### src/design/tbse_pkg.sv
`timescale 1ns / 1ps
// ============================================================================
// tbse_pkg
// Shared types and constants for the two-button setpoint editor.
// ============================================================================
package tbse_pkg;

    // Setpoint word width and stream widths.
    localparam int DATA_W     = 16;
    localparam int S_TDATA_W  = 24;
    localparam int M_TDATA_W  = 72;

    // Configuration register indexes.
    localparam logic [1:0] REG_MIN_CURRENT = 2'd0;
    localparam logic [1:0] REG_STEP_MIN    = 2'd1;
    localparam logic [1:0] REG_STEP_MAX    = 2'd2;

    // Page codes, also the slot of each setpoint in the value array.
    localparam logic [1:0] PAGE_CURRENT = 2'd0;
    localparam logic [1:0] PAGE_RESIST  = 2'd1;
    localparam logic [1:0] PAGE_POWER   = 2'd2;
    localparam logic [1:0] PAGE_TRIGGER = 2'd3;

    // Reset values of the configuration registers and setpoints.
    localparam logic [DATA_W-1:0] MIN_CURRENT_RESET = 16'd5;
    localparam logic [DATA_W-1:0] STEP_MIN_RESET    = 16'd1;
    localparam logic [DATA_W-1:0] STEP_MAX_RESET    = 16'd100;
    localparam logic [DATA_W-1:0] RESIST_RESET      = 16'd1000;

    // Hold and step behavior.
    localparam logic [1:0]        BOTH_LONG  = 2'd3;
    localparam logic [2:0]        HOLD_LIMIT = 3'd3;
    localparam logic [2:0]        HOLD_MAX   = 3'd4;
    localparam logic [DATA_W:0]   STEP_GROW  = 17'd5;

    // Division by ten as a reciprocal multiply: exact for dividends below 2^18.
    localparam logic [15:0] DIV10_MULT  = 16'd52429;
    localparam int          DIV10_SHIFT = 19;

    typedef logic [3:0][DATA_W-1:0] values_t;

    typedef struct packed {
        logic [DATA_W-1:0] min_current;
        logic [DATA_W-1:0] step_min;
        logic [DATA_W-1:0] step_max;
    } cfg_t;

    typedef struct packed {
        logic [1:0]        page;
        values_t           values;
        logic [1:0]        both_cnt;
        logic [2:0]        hold_cnt;
        logic [DATA_W-1:0] step;
        logic              led;
    } state_t;

    typedef struct packed {
        values_t    values;
        logic [1:0] page;
        logic       changed;
        logic       led;
        logic       clear;
    } result_t;

endpackage

### src/design/two_button_setpoint_editor.sv
`timescale 1ns / 1ps
// ============================================================================
// two_button_setpoint_editor
// Button-driven editor of four setpoints with page selection and hold reset.
// ============================================================================
// Pipeline: an accepted word is held in the input register, and its result
// is taken into the output register, from which it is offered.
// Throughput: one word per cycle unless m_tready stalls; the state update is a
// single pass of logic between the input register and the output register.
// Reset: synchronous active-low; clears both pipeline valid flags, restores the
// configuration registers and all setpoint state to their reset values.
module two_button_setpoint_editor (
    input  logic                               aclk,
    input  logic                               aresetn,
    // Configuration write port
    input  logic                               cfg_wr_en,
    input  logic [1:0]                         cfg_index,
    input  logic [tbse_pkg::DATA_W-1:0]        cfg_wr_data,
    // Input stream
    input  logic                               s_tvalid,
    output logic                               s_tready,
    // s_tdata: [0] button_up, [1] button_down, [17:2] measured_mv, [23:18] zero
    input  logic [tbse_pkg::S_TDATA_W-1:0]     s_tdata,
    // Result stream
    output logic                               m_tvalid,
    input  logic                               m_tready,
    // m_tdata: [15:0] current_setpoint, [31:16] resistance_setpoint,
    // [47:32] power_setpoint, [63:48] trigger_setpoint, [65:64] page_now,
    // [66] changed, [67] led_on, [68] clear_energy, [71:69] zero
    output logic [tbse_pkg::M_TDATA_W-1:0]     m_tdata
);
    import tbse_pkg::*;

    cfg_t              cfg_reg;
    state_t            state_reg;
    state_t            state_next;
    result_t           res_next;
    result_t           out_data_reg;
    logic              out_valid_reg;
    logic              in_valid_reg;
    logic              in_up_reg;
    logic              in_down_reg;
    logic [DATA_W-1:0] in_mv_reg;
    logic [DATA_W-1:0] trigger;
    logic              advance;

    // Pipeline flow: the output register takes a word when empty or drained.
    assign advance  = in_valid_reg && (!out_valid_reg || m_tready);
    assign s_tready = !in_valid_reg || advance;

    // Configuration registers.
    always_ff @(posedge aclk) begin
        if (!aresetn) begin
            cfg_reg.min_current <= MIN_CURRENT_RESET;
            cfg_reg.step_min    <= STEP_MIN_RESET;
            cfg_reg.step_max    <= STEP_MAX_RESET;
        end else if (cfg_wr_en) begin
            case (cfg_index)
                REG_MIN_CURRENT: cfg_reg.min_current <= cfg_wr_data;
                REG_STEP_MIN:    cfg_reg.step_min    <= cfg_wr_data;
                REG_STEP_MAX:    cfg_reg.step_max    <= cfg_wr_data;
                default: begin
                end
            endcase
        end
    end

    // Input register.
    always_ff @(posedge aclk) begin
        if (!aresetn) begin
            in_valid_reg <= 1'b0;
        end else if (s_tready) begin
            in_valid_reg <= s_tvalid;
        end
        if (s_tvalid && s_tready) begin
            in_up_reg   <= s_tdata[0];
            in_down_reg <= s_tdata[1];
            in_mv_reg   <= s_tdata[DATA_W+1:2];
        end
    end

    tbse_trigger_calc u_trigger (
        .mv      (in_mv_reg),
        .trigger (trigger)
    );

    tbse_step_logic u_step (
        .cfg     (cfg_reg),
        .st      (state_reg),
        .up      (in_up_reg),
        .down    (in_down_reg),
        .trigger (trigger),
        .st_next (state_next),
        .res     (res_next)
    );

    // Editor state advances once per word moved to the output register.
    always_ff @(posedge aclk) begin
        if (!aresetn) begin
            state_reg.page                 <= PAGE_CURRENT;
            state_reg.values[PAGE_CURRENT] <= MIN_CURRENT_RESET;
            state_reg.values[PAGE_RESIST]  <= RESIST_RESET;
            state_reg.values[PAGE_POWER]   <= '0;
            state_reg.values[PAGE_TRIGGER] <= '0;
            state_reg.both_cnt             <= 2'd0;
            state_reg.hold_cnt             <= 3'd0;
            state_reg.step                 <= STEP_MIN_RESET;
            state_reg.led                  <= 1'b0;
        end else if (advance) begin
            state_reg <= state_next;
        end
    end

    // Output register.
    always_ff @(posedge aclk) begin
        if (!aresetn) begin
            out_valid_reg <= 1'b0;
        end else if (!out_valid_reg || m_tready) begin
            out_valid_reg <= in_valid_reg;
        end
        if (advance) begin
            out_data_reg <= res_next;
        end
    end

    assign m_tvalid = out_valid_reg;
    assign m_tdata  = {3'b000, out_data_reg.clear, out_data_reg.led,
                       out_data_reg.changed, out_data_reg.page,
                       out_data_reg.values[PAGE_TRIGGER],
                       out_data_reg.values[PAGE_POWER],
                       out_data_reg.values[PAGE_RESIST],
                       out_data_reg.values[PAGE_CURRENT]};

`ifndef NO_ASSERTIONS
    // A released tick always turns the LED off.
    a_led_idle: assert property (@(posedge aclk) disable iff (!aresetn)
        (advance && !in_up_reg && !in_down_reg) |=> !state_reg.led)
        else $error("LED not cleared after an idle tick");

    // A both-button tick restarts the hold count at one.
    a_both_hold: assert property (@(posedge aclk) disable iff (!aresetn)
        (advance && in_up_reg && in_down_reg) |=> (state_reg.hold_cnt == 3'd1))
        else $error("hold count wrong after a both-button tick");

    // The hold count never passes its ceiling.
    a_hold_max: assert property (@(posedge aclk) disable iff (!aresetn)
        state_reg.hold_cnt <= HOLD_MAX)
        else $error("hold count above its ceiling");

    // A long-hold reset leaves the both-hold counter cleared.
    a_clear_both: assert property (@(posedge aclk) disable iff (!aresetn)
        (advance && res_next.clear) |=> (state_reg.both_cnt == 2'd0))
        else $error("both-hold count not cleared on reset tick");

    // No result appears without a word in the input register.
    a_no_phantom: assert property (@(posedge aclk) disable iff (!aresetn)
        (!in_valid_reg && (!out_valid_reg || m_tready)) |=> !m_tvalid)
        else $error("result word without a source word");
`endif

endmodule

### src/design/tbse_trigger_calc.sv
`timescale 1ns / 1ps
// ============================================================================
// tbse_trigger_calc
// Computes floor(mv * 9 / 10) as mv - ceil(mv / 10) with a reciprocal multiply.
// ============================================================================
module tbse_trigger_calc (
    input  logic [tbse_pkg::DATA_W-1:0] mv,
    output logic [tbse_pkg::DATA_W-1:0] trigger
);
    import tbse_pkg::*;

    logic [DATA_W:0]     dividend;
    logic [2*DATA_W:0]   product;
    logic [DATA_W-1:0]   tenth;

    // ceil(mv / 10) is floor((mv + 9) / 10).
    assign dividend = {1'b0, mv} + 17'd9;
    assign product  = dividend * DIV10_MULT;
    assign tenth    = {2'b00, product[2*DATA_W:DIV10_SHIFT]};
    assign trigger  = mv - tenth;

endmodule

### src/design/tbse_step_logic.sv
`timescale 1ns / 1ps
// ============================================================================
// tbse_step_logic
// Next-state and result logic for one polling tick of the editor.
// ============================================================================
module tbse_step_logic (
    input  tbse_pkg::cfg_t                  cfg,
    input  tbse_pkg::state_t                st,
    input  logic                            up,
    input  logic                            down,
    input  logic [tbse_pkg::DATA_W-1:0]     trigger,
    output tbse_pkg::state_t                st_next,
    output tbse_pkg::result_t               res
);
    import tbse_pkg::*;

    always_comb begin
        state_t            nxt;
        values_t           v;
        logic [DATA_W-1:0] tgt;
        logic [DATA_W:0]   sum;
        logic [DATA_W:0]   grow;
        logic [2:0]        hc;
        logic              both;
        logic              any;
        logic              changed;
        logic              clr;

        nxt     = st;
        v       = st.values;
        both    = up & down;
        any     = up | down;
        changed = 1'b0;
        clr     = 1'b0;
        hc      = st.hold_cnt;
        sum     = '0;
        grow    = '0;

        // Both-button hold counting and the release action.
        if (both) begin
            if (st.both_cnt < BOTH_LONG) begin
                nxt.both_cnt = st.both_cnt + 2'd1;
            end
        end else begin
            if (st.both_cnt != 2'd0) begin
                if (st.both_cnt < BOTH_LONG) begin
                    nxt.page = st.page + 2'd1;
                end else begin
                    v[PAGE_RESIST]  = RESIST_RESET;
                    v[PAGE_TRIGGER] = trigger;
                    v[PAGE_CURRENT] = cfg.min_current;
                    v[PAGE_POWER]   = '0;
                    clr             = 1'b1;
                end
                changed = 1'b1;
            end
            nxt.both_cnt = 2'd0;
        end

        // Single-button edit of the page selected at the start of the tick.
        tgt = v[st.page];
        if (up && !down) begin
            sum = {1'b0, tgt} + {1'b0, st.step};
            v[st.page] = sum[DATA_W] ? {DATA_W{1'b1}} : sum[DATA_W-1:0];
        end
        if (down && !up) begin
            v[st.page] = (st.step < tgt) ? (tgt - st.step) : '0;
        end

        // Hold tracking, step acceleration and the LED.
        if (any) begin
            nxt.led = ~st.led;
            changed = 1'b1;
            hc      = (both ? 3'd0 : st.hold_cnt) + 3'd1;
            if (hc > HOLD_LIMIT) begin
                hc = HOLD_MAX;
                if (st.step < cfg.step_max) begin
                    grow     = {1'b0, st.step} + STEP_GROW;
                    nxt.step = grow[DATA_W] ? {DATA_W{1'b1}} : grow[DATA_W-1:0];
                end
            end
            nxt.hold_cnt = hc;
        end else begin
            nxt.hold_cnt = 3'd0;
            nxt.step     = cfg.step_min;
            nxt.led      = 1'b0;
        end

        // The current setpoint never drops below its lower clamp.
        if (v[PAGE_CURRENT] <= cfg.min_current) begin
            v[PAGE_CURRENT] = cfg.min_current;
        end

        nxt.values  = v;
        st_next     = nxt;
        res.values  = v;
        res.page    = nxt.page;
        res.changed = changed;
        res.led     = nxt.led;
        res.clear   = clr;
    end

endmodule

### config.mk
export PLATFORM = sky130hd
export DESIGN_NAME = two_button_setpoint_editor
export DESIGN_NICKNAME = d
export VERILOG_FILES = /design/src/design/tbse_pkg.sv /design/src/design/two_button_setpoint_editor.sv /design/src/design/tbse_trigger_calc.sv /design/src/design/tbse_step_logic.sv
export SDC_FILE = /design/constraint.sdc
export NUM_CORES = 1
export LEC_CHECK = 0
export BUFFER_PORTS_ARGS = -buffer_cell sky130_fd_sc_hd__buf_2
export CORE_ASPECT_RATIO = 2
export CORE_MARGIN = 2
export CORE_UTILIZATION = 57
export DETAILED_ROUTE_END_ITERATION = 16
export PLACE_DENSITY = 0.88
export SETUP_SLACK_MARGIN = 0.15
export SYNTH_ARGS = -nofsm -noshare
export SYNTH_HDL_FRONTEND = slang
export SYNTH_HIERARCHICAL = 1
export SYNTH_SLANG_ARGS = --single-unit
### constraint.sdc
create_clock -name aclk -period 11.7 [get_ports aclk]
set_input_delay 1.17 -clock aclk [delete_from_list [all_inputs] [get_ports aclk]]
set_output_delay 1.17 -clock aclk [all_outputs]
set_load 0.005 [all_outputs]
==> run summary, run 1 <==
During synthesis, Yosys emitted a total of 6 warnings. The number of flops mapped to enable cells by yosys is 87. In the post-synthesis netlist, the biggest area contributors are dfxtp_1, ha_1, edfxtp_1. The synthesized area divided by synthesized cell count is about 8.7 µm². The chip height came out at 268 µm. For this design the top-level I/O count stands at 121. The CTS sink count is 225. The area share of the largest cell type after synthesis is 13.9%.

The worst endpoint pin kind is a register data pin. The post-placement cell area is 23000 µm². The site row count is 96. In the global route stage, overall resource usage came out at ~47%.

Among all flip-flop cells after synthesis, the most frequent one is dfxtp_1. The weighted congestion reported at the end of routability-driven placement came out at around 1.1. The cell count after placement came out at 3061.

The distinct cell type count after synthesis is 90. Buffers inserted during clock tree synthesis total 21. The terminating stage of the flow is global routing.

No sink is reached through more buffers than the 3 on the longest clock path. The first error in the log reads "[ERROR GRT-0232] Routing congestion too high. Check the congestion heatmap in the GUI". dfxtp_1 takes more of the synthesized area than any other cell. The number of port buffers came out at 111. For this run the aggregate overflow at the end of global routing stands at 2. The total half-perimeter wirelength after legalization and detailed placement came out at 59600 µm. Clock tree synthesis selected as its root buffer the cell clkbuf_16. The sequential element share of the synthesized area is between 20% and 30%.

Synthesis inferred about 230 register bits. Counting flops with an async set or reset pin after synthesis yields a share of 0%. In the global-route stage, repair_timing last flagged the worst endpoint as state_reg[26]$_SDFFE_PN0P_/D.

The synthesized netlist cell count came out at 2291. The synthesized netlist occupies a cell area of 19900 µm². The flow did not finish. The chip width came out at 136 µm. The H-tree depth is 1. Entering global routing, the biggest net connects 99 pins. For this configuration, the core starts out at a cell density of 57.9%.
==> metal layers <==
layer	GRT overflow	track usage, %
met1	0	39.1
met2	1	78.3
met3	0	16.3
met4	1	58.8
met5	0	0.972
==> cell families after synthesis <==
group / synth area share [%]
muxes: 6.96
AOI/OAI and AO/OA: 15.1
and+or+nand+nor: 14.7
xor gates and xnor gates: 4.09
DFF: 27.0
buffers and inverters: 9.81
other: 0.0189
adders and majority gates: 22.3
==> per-stage QoR <==
step / util (%) / setup slack, ns / hold WS (ns)
4_1_cts: 72.5 / -0.216 / 0.458
3_5_place_dp: 66.8 / -1.38 / 0.449
3_3_place_gp: 66.8 / -1.02 / 0.439
2_1_floorplan: - / 0.162 / 0.430
==> cell usage after synthesis, drive strengths merged, types with 10 or more instances <==
master and count:
inv 240, nand2b 12, a21oi 125, a21o 20, xnor2 68, o21a 14, xor2 24, nor3 14
edfxtp 87, o31ai 10, buf 110, nor2 133, dfxtp 138, o311ai 19, ha 216, nand4 11
mux2 13, clkbuf 67, nand2 313, a311oi 13, fa 86, o211ai 25, nand3 78, a31oi 22
mux2i 110, and2 19, o21ai 150, or3 12, nor2b 15, and3 17
==> repair_timing <==
item                       CTS
setup endpoints to repair  108
hold buffers                 0
pin swaps                  103
gates cloned                 0
resized for setup          193
setup buffers               49
==> run 2, diff against run 1 <==
- CORE_ASPECT_RATIO: 2 -> unset
- CORE_UTILIZATION: 57 -> 40
- PLACE_DENSITY: 0.88 -> unset
- PLACE_DENSITY_LB_ADDON: unset -> 0.15
- SETUP_SLACK_MARGIN: 0.15 -> unset
- clock period: 11.7 -> 15.21 ns (I/O delays scaled with it)
==> run 2 against run 1 <==
Effect of this change: synthesized cell count unchanged; the flow now finishes without violations; synthesized area unchanged.
==> run summary, run 2 <==
Result of the run: completed (was stopped before the end). The fraction of final layout cells with drive strength greater than 1 is about a tenth. The first routing iteration left about 1.3k violations.

The site row count was 81 (was 96). The clock period could shrink to 14.37 ns. The critical path data arrival time came out at 14.81 ns.

Counting both buffers and inverters, the worst setup path holds a total of 8. The clock insertion delay at the later pin of the skew report is 0.56 ns. The tightest slew margin relative to the limit came out at 29.7%. The distinct cell type count after synthesis came to 90 (unchanged). The switching part of the total came out at 49.6%.

The synthesized netlist cell count is 2291 (unchanged). The placeable core region is 49000 µm². Hold timing on the final database bottoms out at a slack of about 0.45 ns.

The relative contribution of sequential cells to total power came out at 14.3%. The total die area came out at ~51000 µm². The count of cells resized by post-cts repair is 0 (was 193). Setup repair after global routing left no endpoint under its margin.

The cell area after technology mapping is 19900 µm² (unchanged). The cell count after placement is 2914 (was 3061). The first-pass GRT wire length came out at 93800 µm. The number of port buffers is 111 (unchanged). The cell taking the most area after synthesis is dfxtp_1 (unchanged). The number of failing hold endpoints at the final stage came out at 0. The H-tree depth came out at 1 (unchanged). The chip width is 227 µm (was 136 µm). The remaining antenna violation count is 0. The clock tree root buffer cell is clkbuf_16 (unchanged). The slew at the pin closest to its max-slew limit is 1.05 ns.

The net switching power is between 0.002 and 0.0025 W. The all-layer global routing usage is 24.1%. The largest net degree at the start of global routing came out at slightly below 100.

The final standard cell area without fillers is 21300 µm². The number of global-route vias before repair is 15.6k. The top cell types in the final layout, fill and taps aside, are nand2_1, inv_1, ha_1.

The sequential element share of the synthesized area came to 27.0% (unchanged). Summing over every cut layer, the via total after detailed routing is 16.3k. Broken down by cell family, the worst path's largest delay share belongs to simple AND/OR/NAND/NOR gates. Per report_power, the clock group accounts for a little over an eighth of the total. The synthesized area divided by synthesized cell count is 8.68 µm² (unchanged). Largest cells by area after synthesis: dfxtp_1, ha_1, edfxtp_1 (unchanged).

The worst-case setup margin in the final layout came out at 0.843 ns. Compared with the post-synthesis result, the final layout area differs by 7.19%. The worst setup path category is reg2reg. The internal power consumption came out at 0.00244 W. Combinational logic burns 72.5% of the power.

The worst-path cell with the longest stage delay is xor2_1. The worst setup slack before clock tree synthesis was 1.06 ns (was -1.38 ns). The count of yosys warnings during synthesis was 6 (unchanged). Dividing the detail-routed wire length by the instance count gives 20.9 µm.

The fraction of synthesis flops using an asynchronous set or reset pin was 0% (unchanged). The final count of negative-setup-slack endpoints is 0. The final-stage net count is 2628. The library cell used most frequently in the layout, excluding fill and tap cells, is nand2_1. After routing, the total negative slack on setup checks comes to 0 ns. Across the VDD grid, the largest voltage drop is between 0.2 and 0.3 mV.

The flip-flop count of the largest register, all copies and words added is 88. The CTS sink count came to 225 (unchanged). The number of flops mapped to enable cells by yosys was 87 (unchanged). The peak fanout along the critical path is 25. The clock tree from TritonCTS is built. The maximum buffer depth of the clock tree came out at 3 (unchanged).

The initial antenna violation count came out at 0. The post-CTS setup buffer count came to 0 (was 49). The highest clock frequency the design can meet is 69.6 MHz. The post-placement cell area came out at 20400 µm² (was 23000 µm²). STA classifies the critical path startpoint as a flip-flop. The total I/O pin count is 121 (unchanged).

The total clock buffers created by CTS was 27 (was 21). The area share of the largest cell type after synthesis is 13.9% (unchanged). Most frequent cells after synthesis: nand2_1, inv_1, ha_1, o21ai_0, dfxtp_1 (unchanged). The largest stage delay on the critical path is 0.72 ns.

In this run the worst hold path is classified as reg2reg. The total half-perimeter wirelength after legalization and detailed placement is 48500 µm (was 59600 µm). The non-filler instance count after layout is 2963. The share of the cycle needed by the critical path after routing came out at a little over nine tenths.

Counting instances, the worst hold path has a depth of 2. After clock tree synthesis, the clock-pin slew on the worst setup and hold paths is 0.06 ns. The sort of element at the end of the critical path is a flip-flop.

The post-detailed-route DRC marker count came out at 0. The first detailed-routing pass ran for 6 iterations. The static power due to leakage is about 9.3 nW. The register bit total from synthesis was 225 (unchanged). In the routed layout, each cell is associated on average with a via count of 5.50.

The worst register-to-register path has a depth of 53. The cell with the most instances after synthesis is nand2_1 (unchanged). Global routing finished with a remaining overflow of 0. The most used cell along the critical path is ha_1. The number of cells on the critical path came out at 53. The chip height is 227 µm (was 268 µm). The starting utilization of the core area was 40.6% (was 57.9%).

The quantity of hold-fixing buffers added after cts came out at 0 (unchanged). The final wirelength came out at just over 60000 µm. The post-route clock skew is about 0.022 ns. The power density of the placed cells is 227 nW/µm². The number of pins exceeding their max-slew limit in the final report came out at 0. The repair_antennas step left the layout with diodes totalling 0. The number of maximum-capacitance constraint violations is 0. The weighted congestion reported at the end of routability-driven placement is 0.915 (was 1.06). STA puts the critical path data required time at 15.66 ns.

The dominant synthesized flop cell was dfxtp_1 (unchanged).
[run 2: final cells by class]
type | instances | area (µm²)
clock inverters | 10 | 72.6
fillers | 4926 | 27600
multi-input cells | 1650 | 12600
well taps | 664 | 831
repair buffers | 134 | 734
clock buffers | 39 | 812
inverters | 241 | 905
flip-flops and latches | 225 | 5380
[run 2: kinds of logic after synthesis]
logic type	synth area share [%]
compound gates	15.1
xor+xnor	4.09
fa+ha+maj	22.3
buf+inv	9.81
flops	27.0
mux	6.96
other cells	0.0189
simple gates	14.7
[run 2: stage by stage]
step / util [%] / power (W)
2_1_floorplan: - / 0.00329
6_report: 43.5 / 0.00484
4_1_cts: 43.5 / 0.00486
5_1_grt: 43.5 / 0.00531
3_5_place_dp: 41.7 / 0.00418
3_3_place_gp: 41.7 / 0.00416
[run 2: worst register-to-register path: cells and delay by family (launching register included)]
family,cells,cell delay (ns)
AO/OA/AOI/OAI,12,2.98
XOR/XNOR,3,0.97
adder cells (fa/ha/maj),10,3.99
buffers and inverters,8,1.15
flip-flops,1,0.55
multiplexers,2,0.59
AND/OR/NAND/NOR,18,4.02
[run 2: per-layer routing]
metal  vias up  track usage [%]  part of all wire (%)
met2       556             37.9                    44
met4         0             6.58                   2.9
met3        87             3.49                   6.5
met1      7830             34.6                    46
met5         -                0                     0
li1       7809                -                     -
[run 2: power groups by stage]
stage                     clock network [W]  logic, W  registers, W
after global placement                    0   0.00346      0.000706
after detailed placement                  0   0.00347      0.000707
after global routing               0.000680   0.00393      0.000697
after floorplan                           0   0.00259      0.000699
after CTS                          0.000657   0.00351      0.000694
final                              0.000640   0.00351      0.000694
[run 2: path summary, 6_finish.rpt]
kind | slack [ns] | from | endpoint
hold / removal | 0.45 | state_reg[37] | state_reg[37]
hold reg to reg | 0.45 | state_reg[37] | state_reg[37]
setup reg to reg | 0.84 | in_mv_reg[5] | state_reg[24]
setup / recovery | 0.84 | in_mv_reg[5] | state_reg[24]
(Power assumes the default switching activity.)
